`src/rtl/core/clfbc_ram.sv`:
```
// Generic single-port synchronous RAM with a registered read.
module clfbc_ram #(
  parameter int WIDTH = 8,
  parameter int DEPTH = 256,
  localparam int ADDR_W = (DEPTH > 1) ? $clog2(DEPTH) : 1
) (
  input  logic              clk,
  input  logic              en,
  input  logic              we,
  input  logic [ADDR_W-1:0] addr,
  input  logic [WIDTH-1:0]  wdata,
  output logic [WIDTH-1:0]  rd_data
);

  logic [WIDTH-1:0] mem_r [DEPTH];
  logic [WIDTH-1:0] rd_data_r;

  // Write takes the port; otherwise an enabled cycle reads, and the data holds.
  always_ff @(posedge clk) begin
    if (en) begin
      if (we) begin
        mem_r[addr] <= wdata;
      end else begin
        rd_data_r <= mem_r[addr];
      end
    end
  end

  assign rd_data = rd_data_r;

endmodule

```
`config.mk`:
```
export PLATFORM = sky130hd
export DESIGN_NAME = clfbc_ram
export DESIGN_NICKNAME = d
export VERILOG_FILES = /design/src/rtl/core/clfbc_ram.sv
export SDC_FILE = /design/constraint.sdc
export NUM_CORES = 2
export LEC_CHECK = 0
export BUFFER_PORTS_ARGS = -buffer_cell sky130_fd_sc_hd__buf_2
export CAP_MARGIN = 10
export CORE_MARGIN = 4
export CORE_UTILIZATION = 45
export CTS_CLUSTER_DIAMETER = 200
export DETAILED_ROUTE_END_ITERATION = 16
export PLACE_DENSITY = 0.71
export RECOVER_POWER = 25
export SYNTH_ARGS = -nofsm -noshare
export SYNTH_HDL_FRONTEND = slang
export SYNTH_SLANG_ARGS = --single-unit
```
`constraint.sdc`:
```
create_clock -name clk -period 3.34 [get_ports clk]
set_input_delay 0.167 -clock clk [delete_from_list [all_inputs] [get_ports clk]]
set_output_delay 0.167 -clock clk [all_outputs]
set_load 0.03 [all_outputs]
```
* Word level (Yosys, flattened, before mapping)
Memory sizes are Yosys's and may differ from the RTL's. A register that Yosys moved wholly into a read port is not among the register bits.
Index checks and enable logic that the tools add are counted.
Widths: inputs -> output; s select.
** Operators by class
- $lt $le $gt $ge :: 0
- Multiply operators :: 0
- Reduce and logical (&&, ||, !) cells :: 1
- Shifts and indexed selects :: 0
- Eq/ne operators :: 0
- Add/sub/neg operators :: 0
- Divide/modulo/power cells :: 0
- Bitwise logic cells :: 1
- Muxes and demuxes :: 3
** Operators with widths (number)
- $mux 1 :: 3
- $reduce_and 2->1 :: 1
- $not 1->1 :: 1
** Word-level totals
- Memory bits (read-only) :: 0
- Word-level logic and storage cells :: 6
- RAM bits :: 2048
- Output and inout port bits :: 8
- Input port bits :: 19
- Register bits :: 0
- Latch bits :: 0
- Memories :: 1
** Memory list
- mem_r :: depth 256, bits a word 8, rd ports 1, clocked after memory_dff 1, wr ports 1, line 15 : logic [WIDTH-1:0] mem_r [DEPTH];

* Depth between registers and ports, before layout
- Depth in word-level cells :: 3
- Gate-level depth with buffers :: 9
- Mapped depth without buffers :: 5

* Least setup slack after synthesis
OpenSTA, ideal clock, no wires.
- Path type :: in2reg
- Start point :: input addr[0]
- End point :: memory mem_r[117][0], enable pin
- Buffers on the path :: 5
- Setup slack :: 878 ps
- Data required time :: 2970 ps
- Library setup time :: 370 ps
- Arrival :: 2092 ps
- Cell stages on the path :: 8
- Cells stage by stage :: buf_2 buf_6 buf_2 buf_2 nor3b_1 nand2_1 clkbuf_1 nor2_1
** RTL lines
- start, declared :: line 10 : input logic [ADDR_W-1:0] addr,
- end, declared :: line 15
Straight into the memory's write port.

==> metrics <==
number of buffers added on ports 26; height of the chip 425 um; # Post-CTS Setup Buffers 0; Synth Net Count 3,545; max-capacitance violation count 7; Startpoint Class flip-flop; H-tree levels 4; clock buffer count from CTS 198; endpoint arrival time on the critical path 3.64 ns; row count 152; Power Dens Cells 581 nW/um2; wire length of the first global-routing pass 279 mm; post-layout util 52.8%; number of inserted filler cells in the final layout 12,990; initial antenna violation count 9; leftover overflow at the end of global routing 0; Die W 425 um; post-synthesis area per instance 22.2 um2; placed wire-length estimate after detailed placement 117 mm; First-pass DRT Iterations 6; Crit Path Class flip-flop to flip-flop; Worst-Margin Slew 2.88 ns; final worst clock skew 0.0324 ns; number of setup violations in the final report 0; library cells used by synthesis 21; CTS tree yes; count of endpoints failing hold in the final timing report 0; period utilization 92.6%; fin nets 4,022; maximum single-stage delay on the critical path 1.11 ns; RSZ-0062 raised after global routing false; maximum number of pins on one net before global-route repair 124; Fin Hold WS 0.0679 ns; chain of cells forming the critical path mux4_2 > a22oi_1 > a21oi_1 > o41ai_1 > buf_4 > nand4_1; fraction of final layout cells with drive strength greater than 1 31.5%; synthesized area 78,400 um2; detailed-route wire length 191 mm; worst-case clock buffer depth 3; worst hold path class input port to flip-flop; sink count of the clock tree 2,056; sequential share of the synthesized area 78.8%; via count of the first global-routing pass 39,365; setup slack on the worst flop-to-flop path 0.25 ns; maximum resistive drop on vdd 0.000415 V; # IOs 27; tightest slew margin relative to the limit -92.1%; CP required 3.89 ns; core footprint 172,000 um2; Antenna Violating Nets Remaining 0; clock-pin transition on the worst setup and hold timing paths 0.06 ns; P&R area growth vs syn 16.1%; Die Footprint 181,000 um2; Critical Path Fanout Max 1; Worst path top cell family by delay compound AO/OA/AOI/OAI gates; FMAX 323 MHz; vias per cell 6.07; crit path max-delay cell type o41ai_1; Yosys warnings 0; per-cell routed wire length 29.5 um; fin crit period 3.09 ns; outcome finished with violations; Leakage Power 28.5 nW; type of element capturing the critical path flip-flop; detailed-route DRC error count 0; detailed-route via count 39,386; crit path buf inv count 1; clock root buffer master clkbuf_16; final weighted congestion of routability-driven global placement 0.828; later-pin clock latency in the skew report 0.83 ns; overall power after layout 52.9 mW; violated checks capacitance limit, slew limit; Mapped Cells 3,526; total track usage 21.2%; starting density of the core 45.5%; number of storage elements in the synthesis netlist 2,056; violation count after the first detailed-route iteration 5,186; Slew Limit Fails 624
==> worst paths after layout <==
kind                                   end  cells past startpoint           from
worst max-delay path            rd_data[5]                      6  mem_r[171][5]
worst min register to register  rd_data[4]                      5   mem_r[58][4]
worst max register to register  rd_data[5]                      6  mem_r[171][5]
worst min-delay path            rd_data[5]                      2             en
==> registers in the layout, indices dropped and copies added (netlist names) <==
name     cells
mem_r     2048
rd_data      8
==> layout make-up <==
type | instances | area, um2 | area share, %
Clock buffer | 247 | 5200 | 5.72
Sequential cell | 2056 | 61700 | 67.8
Clock inverter | 120 | 1190 | 1.31
Timing Repair Buffer | 502 | 4250 | 4.67
Antenna cell | 5 | 12.5 | 0.0137
Multi-Input combinational cell | 1245 | 15700 | 17.3
Tap cell | 2310 | 2890 | 3.18
==> metrics by stage <==
stage	cells	worst slack (ns)	setup TNS, ns	area, um2
after floorplan	3526	0.878	0	78400
after global placement	6108	-0.389	-1.28	84700
after detailed placement	6109	-0.340	-0.836	84700
after CTS	6480	0.192	0	91100
after global routing	6481	0.226	0	91000
final	6485	0.246	0	91000
==> cell families (layout without fill, tap and decap cells) <==
family / count (synthesis) / after routing / synth area share [%]
flip-flops: 2056 / 2056 / 78.8
buffers and inverters: 225 / 869 / 1.28
other: 0 / 5 / 0
multiplexers: 512 / 512 / 14.7
AND/OR/NAND/NOR: 317 / 317 / 1.61
AO/OA/AOI/OAI: 416 / 416 / 3.63
==> cells in the mapped netlist <==
cell type  instances  share of area (%)
edfxtp_1        2056                 79
mux4_2           512                 15
nor2_1           259                1.2
a22oi_1          256                2.5
clkbuf_1         143               0.68
a21oi_1          128               0.82
buf_2             41               0.26
o41ai_1           32               0.36
nand2_1           30               0.14
buf_1             21               0.10
buf_4             11               0.11
buf_6              9               0.13
nand4_1            8              0.064
nor2b_1            7              0.056
nand3_1            4              0.026
and2_1             2              0.016
nand2b_1           2              0.016
nor3b_1            2              0.019
and4_1             1              0.011
nor3_1             1             0.0064
or2_2              1             0.0080
==> cell usage in the layout (no fill, tap or decap), types with 9 or more instances in the layout <==
cell type and count:
clkinvlp_4 9, nand2_2 16, buf_4 419, clkbuf_16 201
a22oi_1 256, nor2_1 258, nand2_1 14, clkinv_2 42
a21oi_1 128, buf_12 42, mux4_2 512, clkbuf_1 52
o41ai_1 30, buf_2 17, bufinv_16 18, edfxtp_1 2056
clkinv_1 35
==> report_power, final <==
part	switching (mW)	internal, mW	total, mW
Clock	9.51	12.5	22.0
Combinational	1.53	0.884	2.42
Sequential	0.0137	28.4	28.5
==> worst register-to-register path: cells and delay by family (launching register included) <==
kind,cells,cell delay [ns]
flip-flops,1,0.35
buffers and inverters,1,0.30
AO/OA/AOI/OAI,3,1.58
multiplexers,1,0.46
AND/OR/NAND/NOR,1,0.11
==> timing repair <==
item | 4_1_cts | 5_1_grt
hold buffers | 4 | 0
gates resized for setup | 0 | 0
endpoints found under the setup margin | 0 | 0
endpoints found under the hold margin | 133 | 0
==> metal layers <==
metal / up-vias / GRT usage (%) / share of wire [%]
li1: 15978 / - / -
met1: 20900 / 29.7 / 38
met2: 2171 / 33.4 / 49
met3: 335 / 4.58 / 9.9
met4: 2 / 7.07 / 3.3
met5: - / 0 / 0.0047
Note: power is estimated with default switching activity, not from simulation.
